--- src/hw/rtl/voice_pitch_volume_follower_unit_macros.svh ---
// Assertion macros shared by the pitch and volume follower RTL.
// Included by the files that check their own logic; needs nothing else.
`ifndef VOICE_PITCH_VOLUME_FOLLOWER_UNIT_MACROS_SVH
`define VOICE_PITCH_VOLUME_FOLLOWER_UNIT_MACROS_SVH

`ifndef ASSERT_OFF
// Property holds at every edge outside reset.
`define VPVF_ASSERT(lbl, clk, rstn, prop) \
  lbl: assert property (@(posedge clk) disable iff (!rstn) (prop)) \
    else $error("%m: assertion failed");
// Consequent holds in the cycle after the antecedent.
`define VPVF_ASSERT_NEXT(lbl, clk, rstn, ante, cons) \
  lbl: assert property (@(posedge clk) disable iff (!rstn) (ante) |=> (cons)) \
    else $error("%m: assertion failed");
`else
`define VPVF_ASSERT(lbl, clk, rstn, prop)
`define VPVF_ASSERT_NEXT(lbl, clk, rstn, ante, cons)
`endif

`endif

--- src/hw/rtl/vpvf_pkg.sv ---
// Shared types, widths, register indexes and small tables for the follower.
// No dependencies.
package vpvf_pkg;

  localparam int LOUD_W  = 16;
  localparam int HZ_W    = 15;
  localparam int PLAY_W  = 15;
  localparam int VOL_W   = 11;
  localparam int IDX_W   = 3;
  localparam int DATA_W  = 16;
  localparam int GAIN_W  = 8;
  localparam int NOTE_CFG_W = 13;

  localparam int LOG_STEPS = 16;

  // Valid pitch window in Q11.4, both ends excluded (70 Hz and 1100 Hz)
  localparam logic [HZ_W-1:0] HZ_LOW  = 15'd1120;
  localparam logic [HZ_W-1:0] HZ_HIGH = 15'd17600;

  // 12 * round((4 + log2 440) * 2^16) - 69 * 2^16, note value in Q7.16 is 12*L - this
  localparam logic [23:0] LOG_NOTE_OFFSET = 24'd5529684;
  localparam logic [23:0] NOTE_LO_Q16     = 24'd2949120;   // 45 << 16
  localparam logic [23:0] NOTE_HI_Q16     = 24'd5505024;   // 84 << 16

  localparam logic [VOL_W-1:0] VOL_CAP = 11'd1792;
  localparam logic [4:0]       VOL_MUL = 5'd26;

  localparam logic [IDX_W-1:0] REG_SNAP_EN        = 3'd0;
  localparam logic [IDX_W-1:0] REG_GATE_LEVEL     = 3'd1;
  localparam logic [IDX_W-1:0] REG_GLIDE_GAIN     = 3'd2;
  localparam logic [IDX_W-1:0] REG_MAX_STEP       = 3'd3;
  localparam logic [IDX_W-1:0] REG_ATTACK_GAIN    = 3'd4;
  localparam logic [IDX_W-1:0] REG_RELEASE_GAIN   = 3'd5;
  localparam logic [IDX_W-1:0] REG_JUMP_LIMIT     = 3'd6;
  localparam logic [IDX_W-1:0] REG_CONFIRM_WINDOW = 3'd7;

  typedef struct packed {
    logic                  snap_en;
    logic [LOUD_W-1:0]     gate_level;
    logic [GAIN_W-1:0]     glide_gain;
    logic [NOTE_CFG_W-1:0] max_step;
    logic [GAIN_W-1:0]     attack_gain;
    logic [GAIN_W-1:0]     release_gain;
    logic [NOTE_CFG_W-1:0] jump_limit;
    logic [NOTE_CFG_W-1:0] confirm_window;
  } cfg_t;

  typedef struct packed {
    logic load;
    logic log_step;
    logic target;
    logic jump;
    logic glide;
    logic emit;
  } cmd_t;

  typedef struct packed {
    logic out_free;
  } status_t;

  // Semitones down to the nearest pentatonic class at or below this class
  function automatic logic [1:0] penta_down(input logic [3:0] pc);
    logic [1:0] d;
    case (pc)
      4'd1, 4'd3, 4'd5, 4'd8, 4'd10: d = 2'd1;
      4'd6, 4'd11:                   d = 2'd2;
      default:                       d = 2'd0;
    endcase
    return d;
  endfunction

  // Semitones up to the nearest pentatonic class strictly above this class
  function automatic logic [1:0] penta_up(input logic [3:0] pc);
    logic [1:0] u;
    case (pc)
      4'd1, 4'd3, 4'd6, 4'd8, 4'd11: u = 2'd1;
      4'd4, 4'd9:                    u = 2'd3;
      default:                       u = 2'd2;
    endcase
    return u;
  endfunction

endpackage

--- src/hw/rtl/vpvf_channels_if.sv ---
// Handshake channel interfaces of the follower: frame input, result output, config writes.
// Depends on vpvf_pkg.
interface vpvf_sample_if;
  import vpvf_pkg::*;
  logic              valid;
  logic              ready;
  logic [LOUD_W-1:0] mic_loudness;
  logic [HZ_W-1:0]   pitch_hz;
  modport source(output valid, mic_loudness, pitch_hz, input ready);
  modport sink(input valid, mic_loudness, pitch_hz, output ready);
endinterface

interface vpvf_result_if;
  import vpvf_pkg::*;
  logic              valid;
  logic              ready;
  logic [PLAY_W-1:0] played_note;
  logic [VOL_W-1:0]  note_volume;
  logic              voiced;
  modport source(output valid, played_note, note_volume, voiced, input ready);
  modport sink(input valid, played_note, note_volume, voiced, output ready);
endinterface

interface vpvf_cfg_if;
  import vpvf_pkg::*;
  logic              valid;
  logic              ready;
  logic [IDX_W-1:0]  index;
  logic [DATA_W-1:0] data;
  modport source(output valid, index, data, input ready);
  modport sink(input valid, index, data, output ready);
endinterface

--- src/hw/rtl/voice_pitch_volume_follower_unit.sv ---
// Top level of the voice pitch and volume follower.
// Depends on vpvf_pkg, the channel interfaces, vpvf_cfg_regs, vpvf_ctrl and vpvf_dp.
//
//   channel    | role   | payload
//   -----------+--------+------------------------------------------
//   sample_i   | sink   | mic_loudness[15:0], pitch_hz[14:0]
//   result_o   | source | played_note[14:0], note_volume[10:0], voiced
//   cfg_i      | sink   | index[2:0], data[15:0]
//
// Each frame runs from its transfer through the log2's 16 squaring iterations on the single
// 31x31 multiplier, then the note target, jump test and glide steps, to its result entering
// the output register. A new frame is taken in the cycle after the result is loaded, so
// the unit takes no new frame before it is through with the last one; the result register
// lets it start while the previous result still waits. A stalled result holds the unit in
// its last step. Reset needs no clearing pass; the config port is always ready.
module voice_pitch_volume_follower_unit #(
  parameter int NOTE_FRAC_BITS = 8
) (
  input  logic          clk_i,
  input  logic          rst_ni,
  vpvf_sample_if.sink   sample_i,
  vpvf_result_if.source result_o,
  vpvf_cfg_if.sink      cfg_i
);
  import vpvf_pkg::*;

  cfg_t    regs;
  cmd_t    cmd;
  status_t status;

  vpvf_cfg_regs u_cfg_regs (
    .clk_i  (clk_i),
    .rst_ni (rst_ni),
    .cfg_i  (cfg_i),
    .regs_o (regs)
  );

  vpvf_ctrl u_ctrl (
    .clk_i      (clk_i),
    .rst_ni     (rst_ni),
    .in_valid_i (sample_i.valid),
    .in_ready_o (sample_i.ready),
    .status_i   (status),
    .cmd_o      (cmd)
  );

  vpvf_dp #(
    .NOTE_FRAC_BITS (NOTE_FRAC_BITS)
  ) u_dp (
    .clk_i          (clk_i),
    .rst_ni         (rst_ni),
    .cmd_i          (cmd),
    .regs_i         (regs),
    .mic_loudness_i (sample_i.mic_loudness),
    .pitch_hz_i     (sample_i.pitch_hz),
    .out_ready_i    (result_o.ready),
    .status_o       (status),
    .out_valid_o    (result_o.valid),
    .played_note_o  (result_o.played_note),
    .note_volume_o  (result_o.note_volume),
    .voiced_o       (result_o.voiced)
  );

endmodule

--- src/hw/rtl/vpvf_cfg_regs.sv ---
// Configuration register file of the follower, written through the config channel.
// Depends on vpvf_pkg and vpvf_cfg_if.
module vpvf_cfg_regs (
  input  logic          clk_i,
  input  logic          rst_ni,
  vpvf_cfg_if.sink      cfg_i,
  output vpvf_pkg::cfg_t regs_o
);
  import vpvf_pkg::*;

  cfg_t regs_d, regs_q;

  assign cfg_i.ready = 1'b1;
  assign regs_o      = regs_q;

  always_comb begin
    regs_d = regs_q;
    if (cfg_i.valid) begin
      case (cfg_i.index)
        REG_SNAP_EN:        regs_d.snap_en        = cfg_i.data[0];
        REG_GATE_LEVEL:     regs_d.gate_level     = cfg_i.data[LOUD_W-1:0];
        REG_GLIDE_GAIN:     regs_d.glide_gain     = cfg_i.data[GAIN_W-1:0];
        REG_MAX_STEP:       regs_d.max_step       = cfg_i.data[NOTE_CFG_W-1:0];
        REG_ATTACK_GAIN:    regs_d.attack_gain    = cfg_i.data[GAIN_W-1:0];
        REG_RELEASE_GAIN:   regs_d.release_gain   = cfg_i.data[GAIN_W-1:0];
        REG_JUMP_LIMIT:     regs_d.jump_limit     = cfg_i.data[NOTE_CFG_W-1:0];
        REG_CONFIRM_WINDOW: regs_d.confirm_window = cfg_i.data[NOTE_CFG_W-1:0];
        default:            regs_d = regs_q;
      endcase
    end
  end

  always_ff @(posedge clk_i or negedge rst_ni) begin
    if (!rst_ni) begin
      regs_q.snap_en        <= 1'b0;
      regs_q.gate_level     <= 16'd786;
      regs_q.glide_gain     <= 8'd77;
      regs_q.max_step       <= 13'd1536;
      regs_q.attack_gain    <= 8'd90;
      regs_q.release_gain   <= 8'd26;
      regs_q.jump_limit     <= 13'd1792;
      regs_q.confirm_window <= 13'd384;
    end else begin
      regs_q <= regs_d;
    end
  end

endmodule

--- src/hw/rtl/vpvf_ctrl.sv ---
// Sequencing state machine of the follower: frame load, log iterations, note, glide, result.
// Depends on vpvf_pkg and the assertion macro header.
`include "voice_pitch_volume_follower_unit_macros.svh"

module vpvf_ctrl (
  input  logic             clk_i,
  input  logic             rst_ni,
  input  logic             in_valid_i,
  output logic             in_ready_o,
  input  vpvf_pkg::status_t status_i,
  output vpvf_pkg::cmd_t    cmd_o
);
  import vpvf_pkg::*;

  typedef enum logic [5:0] {
    ST_IDLE   = 6'b000001,
    ST_LOG    = 6'b000010,
    ST_TARGET = 6'b000100,
    ST_JUMP   = 6'b001000,
    ST_GLIDE  = 6'b010000,
    ST_EMIT   = 6'b100000
  } state_e;

  state_e     state_d, state_q;
  logic [3:0] cnt_d, cnt_q;

  always_comb begin
    state_d    = state_q;
    cnt_d      = cnt_q;
    cmd_o      = '0;
    in_ready_o = 1'b0;
    case (state_q)
      ST_IDLE: begin
        in_ready_o = 1'b1;
        if (in_valid_i) begin
          cmd_o.load = 1'b1;
          cnt_d      = '0;
          state_d    = ST_LOG;
        end
      end
      ST_LOG: begin
        cmd_o.log_step = 1'b1;
        cnt_d          = cnt_q + 4'd1;
        if (cnt_q == 4'(LOG_STEPS - 1)) begin
          state_d = ST_TARGET;
        end
      end
      ST_TARGET: begin
        cmd_o.target = 1'b1;
        state_d      = ST_JUMP;
      end
      ST_JUMP: begin
        cmd_o.jump = 1'b1;
        state_d    = ST_GLIDE;
      end
      ST_GLIDE: begin
        cmd_o.glide = 1'b1;
        state_d     = ST_EMIT;
      end
      ST_EMIT: begin
        // hold until the output register can take the result
        if (status_i.out_free) begin
          cmd_o.emit = 1'b1;
          state_d    = ST_IDLE;
        end
      end
      default: state_d = ST_IDLE;
    endcase
  end

  always_ff @(posedge clk_i or negedge rst_ni) begin
    if (!rst_ni) begin
      state_q <= ST_IDLE;
      cnt_q   <= '0;
    end else begin
      state_q <= state_d;
      cnt_q   <= cnt_d;
    end
  end

  `VPVF_ASSERT_NEXT(a_accept_starts_log, clk_i, rst_ni, in_valid_i && in_ready_o, state_q == ST_LOG)
  `VPVF_ASSERT(a_log_runs_full, clk_i, rst_ni, state_q == ST_TARGET |-> $past(state_q, LOG_STEPS) == ST_LOG && $past(state_q, LOG_STEPS + 1) == ST_IDLE)
  `VPVF_ASSERT_NEXT(a_emit_stall_holds, clk_i, rst_ni, state_q == ST_EMIT && !status_i.out_free, state_q == ST_EMIT)

endmodule

--- src/hw/rtl/vpvf_dp.sv ---
// Datapath of the follower: log2 by squaring, note target and jump test, glide,
// volume smoothing, pentatonic snap and the result register. Uses vpvf_pkg and the macro header.
`include "voice_pitch_volume_follower_unit_macros.svh"

module vpvf_dp #(
  parameter int NOTE_FRAC_BITS = 8
) (
  input  logic                        clk_i,
  input  logic                        rst_ni,
  input  vpvf_pkg::cmd_t              cmd_i,
  input  vpvf_pkg::cfg_t              regs_i,
  input  logic [vpvf_pkg::LOUD_W-1:0] mic_loudness_i,
  input  logic [vpvf_pkg::HZ_W-1:0]   pitch_hz_i,
  input  logic                        out_ready_i,
  output vpvf_pkg::status_t           status_o,
  output logic                        out_valid_o,
  output logic [vpvf_pkg::PLAY_W-1:0] played_note_o,
  output logic [vpvf_pkg::VOL_W-1:0]  note_volume_o,
  output logic                        voiced_o
);
  import vpvf_pkg::*;

  localparam int NW      = 7 + NOTE_FRAC_BITS;
  localparam int CW      = (NW > NOTE_CFG_W) ? NW : NOTE_CFG_W;
  localparam int RND_SH  = 16 - NOTE_FRAC_BITS;
  localparam int RND_ADD = 1 << (15 - NOTE_FRAC_BITS);
  localparam logic [NW-1:0] NOTE_MIN   = NW'(45 << NOTE_FRAC_BITS);
  localparam logic [NW-1:0] NOTE_MAX   = NW'(84 << NOTE_FRAC_BITS);
  localparam logic [NW-1:0] NOTE_RESET = NW'(60 << NOTE_FRAC_BITS);

  function automatic logic [3:0] msb_pos(input logic [HZ_W-1:0] v);
    logic [3:0] p;
    p = '0;
    for (int k = 0; k < HZ_W; k++) begin
      if (v[k]) p = 4'(k);
    end
    return p;
  endfunction

  // frame registers
  logic             voiced_q, hit_q;
  logic [VOL_W-1:0] tvol_q;
  logic [30:0]      y_q;
  logic [3:0]       n_q;
  logic [15:0]      frac_q;
  logic [NW-1:0]    target_q;

  // follower state
  logic [NW-1:0]    held_d, held_q, pend_d, pend_q, glided_d, glided_q;
  logic             pend_v_d, pend_v_q;
  logic [VOL_W-1:0] vol_d, vol_q;

  // result register
  logic              out_valid_q;
  logic [PLAY_W-1:0] note_out_q;
  logic [VOL_W-1:0]  vol_out_q;
  logic              voiced_out_q;

  // ---- frame load
  logic              voiced_in, hit_in;
  logic [3:0]        n_in;
  logic [30:0]       y_in;
  logic [20:0]       lvl_prod;
  logic [12:0]       tvol_raw;
  logic [VOL_W-1:0]  tvol_in;

  always_comb begin
    voiced_in = mic_loudness_i > regs_i.gate_level;
    hit_in    = voiced_in && (pitch_hz_i > HZ_LOW) && (pitch_hz_i < HZ_HIGH);
    n_in      = msb_pos(pitch_hz_i);
    y_in      = 31'(pitch_hz_i) << (5'd30 - 5'(n_in));
    lvl_prod  = 21'(mic_loudness_i) * 21'(VOL_MUL) + 21'd128;
    tvol_raw  = lvl_prod[20:8];
    if (!voiced_in) begin
      tvol_in = '0;
    end else if (tvol_raw > 13'(VOL_CAP)) begin
      tvol_in = VOL_CAP;
    end else begin
      tvol_in = tvol_raw[VOL_W-1:0];
    end
  end

  // ---- one squaring step of the log
  logic [61:0] sq;
  logic [31:0] sq_hi;
  logic [30:0] y_next;
  logic        log_bit;

  always_comb begin
    sq      = 62'(y_q) * 62'(y_q);
    sq_hi   = sq[61:30];
    log_bit = sq_hi[31];
    y_next  = log_bit ? sq_hi[31:1] : sq_hi[30:0];
  end

  // ---- log to note, clamp and round
  logic [23:0] r12, x_c, x_rnd;

  always_comb begin
    r12 = 24'({n_q, frac_q}) * 24'd12;
    if (r12 < NOTE_LO_Q16 + LOG_NOTE_OFFSET) begin
      x_c = NOTE_LO_Q16;
    end else if (r12 > NOTE_HI_Q16 + LOG_NOTE_OFFSET) begin
      x_c = NOTE_HI_Q16;
    end else begin
      x_c = r12 - LOG_NOTE_OFFSET;
    end
    x_rnd = (x_c + 24'(RND_ADD)) >> RND_SH;
  end

  // ---- jump test
  logic [NW-1:0] d_held, d_pend;
  logic          near_held, near_pend;

  always_comb begin
    d_held    = (target_q > held_q) ? target_q - held_q : held_q - target_q;
    d_pend    = (target_q > pend_q) ? target_q - pend_q : pend_q - target_q;
    near_held = CW'(d_held) <= CW'(regs_i.jump_limit);
    near_pend = pend_v_q && (CW'(d_pend) <= CW'(regs_i.confirm_window));
    held_d    = held_q;
    pend_d    = pend_q;
    pend_v_d  = pend_v_q;
    if (cmd_i.jump && hit_q) begin
      if (near_held || near_pend) begin
        held_d   = target_q;
        pend_v_d = 1'b0;
      end else begin
        pend_d   = target_q;
        pend_v_d = 1'b1;
      end
    end
  end

  // ---- glide and volume steps, rounded half away from zero
  logic             g_neg;
  logic [NW-1:0]    g_mag, g_step, g_step_c;
  logic [NW+7:0]    g_prod;
  logic             v_up;
  logic [VOL_W-1:0] v_mag, v_step;
  logic [18:0]      v_prod;

  always_comb begin
    g_neg    = held_q < glided_q;
    g_mag    = g_neg ? glided_q - held_q : held_q - glided_q;
    g_prod   = (NW+8)'(g_mag) * (NW+8)'(regs_i.glide_gain) + (NW+8)'(128);
    g_step   = g_prod[NW+7:8];
    g_step_c = (CW'(g_step) > CW'(regs_i.max_step)) ? NW'(regs_i.max_step) : g_step;
    glided_d = glided_q;
    v_up     = tvol_q > vol_q;
    v_mag    = v_up ? tvol_q - vol_q : vol_q - tvol_q;
    v_prod   = 19'(v_mag) * 19'(v_up ? regs_i.attack_gain : regs_i.release_gain) + 19'd128;
    v_step   = v_prod[18:8];
    vol_d    = vol_q;
    if (cmd_i.glide) begin
      glided_d = g_neg ? glided_q - g_step_c : glided_q + g_step_c;
      vol_d    = v_up ? vol_q + v_step : vol_q - v_step;
    end
  end

  // ---- pentatonic snap of the glided note
  logic [6:0]       semi, pc7, lo_semi;
  logic [14:0]      q_prod;
  logic [3:0]       octave, pc;
  logic [7:0]       hi_semi;
  logic [NW-1:0]    lo_note, d_lo;
  logic [NW:0]      hi_note, d_hi, snap, play_full;
  logic [NW+15:0]   play_ext;

  always_comb begin
    semi      = glided_q[NW-1:NOTE_FRAC_BITS];
    q_prod    = 15'(semi) * 15'd171;    // floor(semi / 12) for semi below 128
    octave    = q_prod[14:11];
    pc7       = semi - 7'(octave) * 7'd12;
    pc        = pc7[3:0];
    lo_semi   = semi - 7'(penta_down(pc));
    hi_semi   = 8'(semi) + 8'(penta_up(pc));
    lo_note   = {lo_semi, {NOTE_FRAC_BITS{1'b0}}};
    hi_note   = {hi_semi, {NOTE_FRAC_BITS{1'b0}}};
    d_lo      = glided_q - lo_note;
    d_hi      = hi_note - (NW+1)'(glided_q);
    // lower note wins a tie
    snap      = ((NW+1)'(d_lo) <= d_hi) ? (NW+1)'(lo_note) : hi_note;
    play_full = regs_i.snap_en ? snap : (NW+1)'(glided_q);
    play_ext  = {15'b0, play_full};
  end

  assign status_o.out_free = !out_valid_q || out_ready_i;
  assign out_valid_o       = out_valid_q;
  assign played_note_o     = note_out_q;
  assign note_volume_o     = vol_out_q;
  assign voiced_o          = voiced_out_q;

  always_ff @(posedge clk_i or negedge rst_ni) begin
    if (!rst_ni) begin
      held_q      <= NOTE_RESET;
      glided_q    <= NOTE_RESET;
      pend_q      <= '0;
      pend_v_q    <= 1'b0;
      vol_q       <= '0;
      out_valid_q <= 1'b0;
    end else begin
      held_q   <= held_d;
      glided_q <= glided_d;
      pend_q   <= pend_d;
      pend_v_q <= pend_v_d;
      vol_q    <= vol_d;
      if (cmd_i.emit) begin
        out_valid_q <= 1'b1;
      end else if (out_ready_i) begin
        out_valid_q <= 1'b0;
      end
    end
  end

  always_ff @(posedge clk_i) begin
    if (cmd_i.load) begin
      voiced_q <= voiced_in;
      hit_q    <= hit_in;
      tvol_q   <= tvol_in;
      n_q      <= n_in;
      y_q      <= y_in;
      frac_q   <= '0;
    end
    if (cmd_i.log_step) begin
      y_q    <= y_next;
      frac_q <= {frac_q[14:0], log_bit};
    end
    if (cmd_i.target) begin
      target_q <= x_rnd[NW-1:0];
    end
    if (cmd_i.emit) begin
      note_out_q   <= play_ext[PLAY_W-1:0];
      vol_out_q    <= vol_q;
      voiced_out_q <= voiced_q;
    end
  end

  `VPVF_ASSERT(a_held_in_range, clk_i, rst_ni, held_q >= NOTE_MIN && held_q <= NOTE_MAX)
  `VPVF_ASSERT(a_glided_in_range, clk_i, rst_ni, glided_q >= NOTE_MIN && glided_q <= NOTE_MAX)
  `VPVF_ASSERT(a_volume_capped, clk_i, rst_ni, vol_q <= VOL_CAP)
  `VPVF_ASSERT_NEXT(a_emit_sets_valid, clk_i, rst_ni, cmd_i.emit, out_valid_o)

endmodule

--- src/flat_wrapper.sv ---
// flat-port wrapper written by rule: the top's interface ports become plain ports
module voice_pitch_volume_follower_unit_flat import vpvf_pkg::*;
#(
  parameter int NOTE_FRAC_BITS = 8
)
  (clk_i, rst_ni, sample_i_valid, sample_i_mic_loudness, sample_i_pitch_hz, sample_i_ready, result_o_valid, result_o_played_note, result_o_note_volume, result_o_voiced, result_o_ready, cfg_i_valid, cfg_i_index, cfg_i_data, cfg_i_ready);
  vpvf_sample_if sample_i_i ();
  vpvf_result_if result_o_i ();
  vpvf_cfg_if cfg_i_i ();
  input  logic clk_i;
  input  logic rst_ni;
  input wire logic [$bits(sample_i_i.valid)-1:0] sample_i_valid;
  input wire logic [$bits(sample_i_i.mic_loudness)-1:0] sample_i_mic_loudness;
  input wire logic [$bits(sample_i_i.pitch_hz)-1:0] sample_i_pitch_hz;
  output wire logic [$bits(sample_i_i.ready)-1:0] sample_i_ready;
  output wire logic [$bits(result_o_i.valid)-1:0] result_o_valid;
  output wire logic [$bits(result_o_i.played_note)-1:0] result_o_played_note;
  output wire logic [$bits(result_o_i.note_volume)-1:0] result_o_note_volume;
  output wire logic [$bits(result_o_i.voiced)-1:0] result_o_voiced;
  input wire logic [$bits(result_o_i.ready)-1:0] result_o_ready;
  input wire logic [$bits(cfg_i_i.valid)-1:0] cfg_i_valid;
  input wire logic [$bits(cfg_i_i.index)-1:0] cfg_i_index;
  input wire logic [$bits(cfg_i_i.data)-1:0] cfg_i_data;
  output wire logic [$bits(cfg_i_i.ready)-1:0] cfg_i_ready;
  assign sample_i_i.valid = sample_i_valid;
  assign sample_i_i.mic_loudness = sample_i_mic_loudness;
  assign sample_i_i.pitch_hz = sample_i_pitch_hz;
  assign sample_i_ready = sample_i_i.ready;
  assign result_o_valid = result_o_i.valid;
  assign result_o_played_note = result_o_i.played_note;
  assign result_o_note_volume = result_o_i.note_volume;
  assign result_o_voiced = result_o_i.voiced;
  assign result_o_i.ready = result_o_ready;
  assign cfg_i_i.valid = cfg_i_valid;
  assign cfg_i_i.index = cfg_i_index;
  assign cfg_i_i.data = cfg_i_data;
  assign cfg_i_ready = cfg_i_i.ready;
  voice_pitch_volume_follower_unit #(.NOTE_FRAC_BITS(NOTE_FRAC_BITS)) u_core (.clk_i(clk_i), .rst_ni(rst_ni), .sample_i(sample_i_i), .result_o(result_o_i), .cfg_i(cfg_i_i));
endmodule
--- config.mk ---
export PLATFORM = sky130hd
export DESIGN_NAME = voice_pitch_volume_follower_unit_flat
export DESIGN_NICKNAME = d
export VERILOG_FILES = /design/src/hw/rtl/vpvf_pkg.sv /design/src/hw/rtl/vpvf_channels_if.sv /design/src/hw/rtl/voice_pitch_volume_follower_unit.sv /design/src/hw/rtl/vpvf_cfg_regs.sv /design/src/hw/rtl/vpvf_ctrl.sv /design/src/hw/rtl/vpvf_dp.sv /design/src/flat_wrapper.sv
export VERILOG_INCLUDE_DIRS = /design/src /design/src/hw/rtl
export SDC_FILE = /design/constraint.sdc
export NUM_CORES = 2
export LEC_CHECK = 0
export ABC_AREA = 1
export BUFFER_PORTS_ARGS = -buffer_cell sky130_fd_sc_hd__buf_2
export CELL_PAD_IN_SITES_DETAIL_PLACEMENT = 0
export CELL_PAD_IN_SITES_GLOBAL_PLACEMENT = 1
export CORE_ASPECT_RATIO = 1.25
export CORE_UTILIZATION = 45
export CTS_CLUSTER_DIAMETER = 40
export DETAILED_ROUTE_END_ITERATION = 6
export PLACE_DENSITY = 0.81
export SETUP_SLACK_MARGIN = 0.05
export SLEW_MARGIN = 20
export SYNTH_ARGS = -nofsm -noshare
export SYNTH_HDL_FRONTEND = slang
export SYNTH_SLANG_ARGS = --single-unit
--- constraint.sdc ---
create_clock -name clk_i -period 9.54 [get_ports clk_i]
set_input_delay 0.954 -clock clk_i [delete_from_list [all_inputs] [get_ports clk_i]]
set_output_delay 0.954 -clock clk_i [all_outputs]
set_load 0.005 [all_outputs]
**After elaboration in Yosys (flattened, before gate mapping)**

Index checks and enable logic that the tools add are counted.

- $add $sub $neg: 24
- Magnitude comparators: 14
- Reduce and logical (&&, ||, !) cells: 28
- Equal/unequal tests: 26
- Muxes and demuxes: 52
- Multiply operators: 7
- Shift-type cells: 1
- Bitwise operators: 2

Operators with widths:

| operator | count |
|---|---|
| 15-bit subtractor | 8 |
| 15-bit two-way mux | 7 |
| 31-bit two-way mux | 3 |
| 31-bit by 31-bit multiplier with 62-bit output | 1 |
| 4-bit two-way mux | 12 |
| 23-bit by 8-bit adder with 23-bit output, second input constant | 2 |
| 23-bit two-way mux | 2 |
| 6-bit case mux with 6 select lines | 1 |
| 11-bit two-way mux | 3 |
| 11-bit subtractor | 3 |
| 16-bit two-way mux | 2 |
| 15-bit by 5-bit left shift with 31-bit output | 1 |
| 15-bit greater-than comparator | 2 |
| 15-bit by 13-bit <= comparator with 1-bit output | 2 |
| 24-bit greater-than comparator, second input constant | 1 |
| 24-bit < comparator, second input constant | 1 |
| 15-bit by 8-bit multiplier with 23-bit output | 1 |
| 23-bit subtractor, second input constant | 1 |
| 20-bit by 2-bit multiplier with 22-bit output, second input constant | 1 |
| 2-bit AND reduction | 11 |
| 21-bit by 8-bit adder with 21-bit output, second input constant | 1 |
| 4-bit == test, second input constant | 5 |
| 16-bit by 4-bit multiplier with 20-bit output, second input constant | 1 |
| 19-bit by 8-bit adder with 19-bit output, second input constant | 1 |
| other kinds (48) | 81 |

- Output and inout bits: 30
- Logic and storage cells: 181
- Bits of input ports: 55
- Flip-flop bits (word level): 254

**Logic depth before layout (Yosys ltp)**

- Depth in word-level cells: 18
- Gate-level depth with buffers: 68
- Depth with buffers taken out: 68

**By module**

From an unflattened synthesis, not the netlist that was laid out.

- Cells, all modules: 7,951
- Area, all modules: 60,396.7 um2

Modules (own cells, without submodules):

| module | instances | area an instance (um2) | seq. area each (um2) | cells each |
|---|---|---|---|---|
| vpvf_dp | 1 | 56,654.3 | 4,644.5 | 7,512 |
| vpvf_cfg_regs | 1 | 3,170.5 | 2,029.4 | 363 |
| vpvf_ctrl | 1 | 571.8 | 251.5 | 76 |

**Worst setup path before layout**

OpenSTA, ideal clock, no wires.

- Path type: register -> register
- Start: register u_core.u_dp.glided_q[11]
- End: register u_core.u_dp.glided_q[11]
- Library setup time: 0.088 ns
- Path buffers: 3
- Data required time: 9.452 ns
- Period minus slack after synthesis: 9.488 ns
- Arrival: 9.399 ns
- Cell stages (with the launch flop): 61
- Slack: 0.052 ns
- Cells stage by stage: dfstp_2 -> clkbuf_1 -> inv_1 -> ha_1 -> a21oi_1 -> o21ai_0 -> a21oi_1 -> nand2_1 -> buf_2 -> o21ai_0 -> a21oi_1 -> xor2_1 -> nor2_1 -> fa_1 -> fa_1 -> fa_1 -> inv_1 -> fa_1 -> [... 25 more ...] -> xor2_1 -> inv_1 -> ha_1 -> a21oi_1 -> nand2_1 -> nand2_1 -> nand2_1 -> a21oi_1 -> o21ai_0 -> a21oi_1 -> o21ai_0 -> nand2_1 -> inv_1 -> o21ai_0 -> nand2_1 -> or2_2 -> nand3_1 -> o21ai_0

- Cells in the longest elaborated chain, start to end: 8
- Elaborated cells on any way between the ends: 11
- Classes of those cells: add/sub (5); mul (1); order compare (2); mux (3)

Ends and longest elaborated chain:

| element | line | source |
|---|---|---|
| from (decl) | vpvf_dp.sv:49 | `logic [NW-1:0] held_d, held_q, pend_d, pend_q, glided_d, glided_q;` |
| from (signal assigned) | vpvf_dp.sv:203 | `glided_q <= glided_d;` |
| 15-bit subtractor or 15-bit < comparator (tied branches) | vpvf_dp.sv:144, vpvf_dp.sv:143 |  |
| 15-bit two-way mux | vpvf_dp.sv:144 | `g_mag = g_neg ? glided_q - held_q : held_q - glided_q;` |
| 15-bit by 8-bit multiplier with 23-bit output | vpvf_dp.sv:145 | `g_prod = (NW+8)'(g_mag) * (NW+8)'(regs_i.glide_gain) + (NW+8)'(128);` |
| 23-bit by 8-bit adder with 23-bit output | vpvf_dp.sv:145 |  |
| 15-bit by 13-bit greater-than comparator with 1-bit output | vpvf_dp.sv:147 | `g_step_c = (CW'(g_step) > CW'(regs_i.max_step)) ? NW'(regs_i.max_step) : g_step;` |
| 15-bit two-way mux | vpvf_dp.sv:147 |  |
| 15-bit adder or 15-bit subtractor (tied branches) | vpvf_dp.sv:155 | `glided_d = g_neg ? glided_q - g_step_c : glided_q + g_step_c;` |
| 15-bit two-way mux * | vpvf_dp.sv:155 |  |

Mark *: on every way between the ends. The rest lies on a longest branch, timed or not.
A chain may end at the register's enable or synchronous reset.

**Worst setup path after layout**

- Start: register u_core.u_dp.glided_q[1]
- End: register u_core.u_dp.glided_q[11]

Same word-level chain as after synthesis.

==> flow_metrics.env <==
export IMPL_r2r_slack_ns=0.04
export IMPL_max_freq_mhz=105
export IMPL_layoutNonFillerInstCount=9882
export IMPL_critPathTopFamily="adder cells"
export IMPL_drt_drc_violations_left=0
export IMPL_wire_per_inst_um=17.8
export IMPL_dpl_cell_area_um2=64100
export IMPL_crit_slowest_cell="fa_1"
export IMPL_grt_first_pass_wirelength_um=282000
export IMPL_grt_pass1_vias=53579
export IMPL_setup_violations=0
export IMPL_yosysWarningCount=0
export IMPL_top_layer_used="met5"
export IMPL_yosysTopAreaCell="fa_1"
export IMPL_place_inst=9718
export IMPL_worstMarginPinSlew_ns=1.21
export IMPL_track_usage_pct=26.9
export IMPL_r2r_cells=64
export IMPL_core_rowCount=148
export IMPL_syn_area_um2=59100
export IMPL_syn_avg_cell_area_um2=7.69
export IMPL_async_reset_ff_share_pct=58.3
export IMPL_cts_root_buf="clkbuf_16"
export IMPL_ys_flop_type="dfrtp_1"
export IMPL_drt_initial_drc_count=2562
export IMPL_core_um2=130000
export IMPL_critPathArrivalTime_ns=10.01
export IMPL_vias=50187
export IMPL_globalplace_congestion=0.999
export IMPL_syn_nets=9320
export IMPL_layout_cells_most_common_list="inv_1 (1983), nand2_1 (1535), fa_1 (904)"
export IMPL_syn_inst=7685
export IMPL_dp_hpwl_um=150000
export IMPL_slew_limit_headroom_pct=19.4
export IMPL_path_buf_inv=13
export IMPL_io_pins=85
export IMPL_layout_commonest_cell="inv_1"
export IMPL_preCtsSetupSlack_ns=-0.895
export IMPL_critical_path_max_stage_delay_ns=0.56
export IMPL_synth_top_area_share_pct=31.0
export IMPL_nNetsFinal=9745
export IMPL_fin_crit_sh_pct=99.6
export IMPL_worstSetupEndpointType="flip-flop"
export IMPL_slew_viol_final=0
export IMPL_seq_area_um2=6930
export IMPL_area_growth_pct=15.0
export IMPL_met2WireLength_um=94600
export IMPL_dieHeight_um=407
export IMPL_cts_sinks=254
export IMPL_final_util_pct=52.2
export IMPL_grt_start_max_net_pins=90
export IMPL_synth_edf_count=106
export IMPL_stdcell_area_um2=67900
export IMPL_rsz0062_at_grt="true"
export IMPL_seq_area_frac_synth_pct=11.7
export IMPL_timing_rr_end="u_core.u_dp.glided_q[11]"
export IMPL_routed_wl_um=176000
export IMPL_synth_area_leaders="fa_1 (31%), ha_1 (14%), inv_1 (13%)"
export IMPL_worst_path_most_repeated_cell="nand2_2"
export IMPL_clock_skew_ns=0.0826
export IMPL_wl_met1_um=65300
export IMPL_cp_required_ns=10.05
export IMPL_min_path_type="in -> async"
export IMPL_viasPerCell=5.08
export IMPL_die_area_um2=133000
export IMPL_hold_viol=0
export IMPL_synth_distinct_cells=65
export IMPL_clockBufferDepth=3
export IMPL_nFillCells=12585
export IMPL_grt_overflow=0
export IMPL_wl_met3_um=5950
export IMPL_drtPass1Iterations=6
export IMPL_path_class="reg -> reg"
export IMPL_cts_tree="built"
export IMPL_antenna_found_initial=11
export IMPL_dieWidth_um=326
export IMPL_final_layout_size_suffix_gt1_share_pct=12.5
export IMPL_cp_max_fo=8
export IMPL_multiInputGateArea_um2=45200
export IMPL_fin_crit_ns=9.50
export IMPL_drtAntennaViolNets=0
export IMPL_status="finished, final reports clean"
export IMPL_portBuffers=83
export IMPL_path_clk_slew_ns=0.06
export IMPL_fin_ws_ns=0.0389
export IMPL_cts_buffers=52
export IMPL_cp_start_kind="flip-flop"
export IMPL_r2r_start="u_core.u_dp.glided_q[1]"
export IMPL_ys_ff_latch=254
export IMPL_htreeDepth=2
export IMPL_initial_core_util_pct=45.4
export IMPL_maxCapViolCount=0
export IMPL_clock_latency_ns=0.67
[cells in the mapped netlist, types with 7 or more instances]
cell type / number
o21bai_1: 10
dfrtp_1: 117
nand3_1: 235
nor3_1: 32
ha_1: 666
o21ai_1: 16
xor2_1: 117
nand4_1: 68
nor2_1: 504
nand2_1: 1593
inv_1: 2020
nor2_4: 7
buf_2: 14
o221ai_1: 13
nand3b_1: 21
o22ai_1: 10
o21ai_0: 364
nand2_2: 18
o211ai_1: 32
or2_2: 28
nor2_2: 18
nor4_1: 15
a21o_1: 25
inv_2: 10
dfstp_2: 31
o21a_1: 9
edfxtp_1: 106
a21boi_0: 8
a211oi_1: 8
a21oi_1: 323
clkbuf_1: 143
xnor2_1: 81
buf_1: 10
a31oi_1: 30
fa_1: 914
[cells by family (layout without fill, tap and decap cells)]
kind of cell               count (synthesis)  in the layout  synth area share (%)
xor gates and xnor gates                 198            198                  2.93
adders and majority gates               1580           1580                  45.1
and+or+nand+nor                         2563           2563                  17.9
DFF                                      254            254                  11.7
buffers and inverters                   2205           2674                  14.1
AOI/OAI and AO/OA                        880            880                  8.22
other                                      1              4               0.00635
muxes                                      4              4                0.0678
[per-layer routing]
layer | GRT usage (%) | vias up
met5 | 0 | -
met4 | 14.0 | 2
met3 | 2.25 | 458
met2 | 51.1 | 1188
met1 | 29.4 | 24382
li1 | - | 24157
[worst register-to-register path: cells and delay by family, from the launching register on]
family | cells | cell delay, ns
XOR/XNOR | 3 | 0.43
AO/OA/AOI/OAI | 16 | 2.07
adder cells (fa/ha/maj) | 9 | 3.27
flip-flops | 1 | 0.44
AND/OR/NAND/NOR | 23 | 1.93
buffers and inverters | 13 | 1.22
[how the worst max path moves through the flow]
stage               depth (start not counted)                      from  slack [ns]                        to
floorplan                                  60  u_core.u_dp.glided_q[11]        0.05  u_core.u_dp.glided_q[11]
global placement                           62     u_core.u_dp.held_q[2]       -0.85  u_core.u_dp.glided_q[11]
detailed placement                         56     u_core.u_dp.held_q[2]       -0.89  u_core.u_dp.glided_q[13]
CTS                                        64     u_core.u_dp.held_q[1]       -0.04  u_core.u_dp.glided_q[11]
global route                               63   u_core.u_dp.glided_q[1]       -0.42  u_core.u_dp.glided_q[14]
finish                                     64   u_core.u_dp.glided_q[1]        0.04  u_core.u_dp.glided_q[11]
[flip-flops by register name, summed over array words and instances, names as in the netlist, 6 cells and up]
signal                     flops
u_core.u_dp.glided_q          15
u_core.u_dp.vol_q             11
u_core.u_dp.tvol_q            11
u_core.u_cfg_regs.regs_o      80
u_core.u_dp.y_q               31
u_core.u_dp.frac_q            16
u_core.u_dp.target_q          15
u_core.u_dp.note_volume_o     11
u_core.u_ctrl.state_q          6
u_core.u_dp.held_q            15
u_core.u_dp.played_note_o     15
u_core.u_dp.pend_q            15
[metrics by stage]
stage / hold slack [ns] / setup TNS [ns]
after floorplan: 0.400 / 0
after global placement: 0.467 / -5.12
after detailed placement: 0.476 / -5.98
after CTS: 0.425 / -0.0416
after global routing: 0.472 / -2.30
final: 0.393 / 0
[timing repair]
action,4_1_cts,5_1_grt
hold buffers,0,0
gates cloned,0,0
endpoints found under the setup margin,11,12
resized for setup,200,160
pin swaps,137,96
setup buffers,50,25
[final cells by class]
cell class	count	share of cell area, %
multi-input cells	5226	66.5
inverters	2034	11.3
flip-flops and latches	254	10.2
repair buffers	542	5.96
well taps	1725	3.18
clock buffers	59	2.01
clock inverters	39	0.851
diodes	3	0.0110
Power is not shown: default switching activity piles up to over one toggle a cycle in this logic, so the estimate is an artifact.
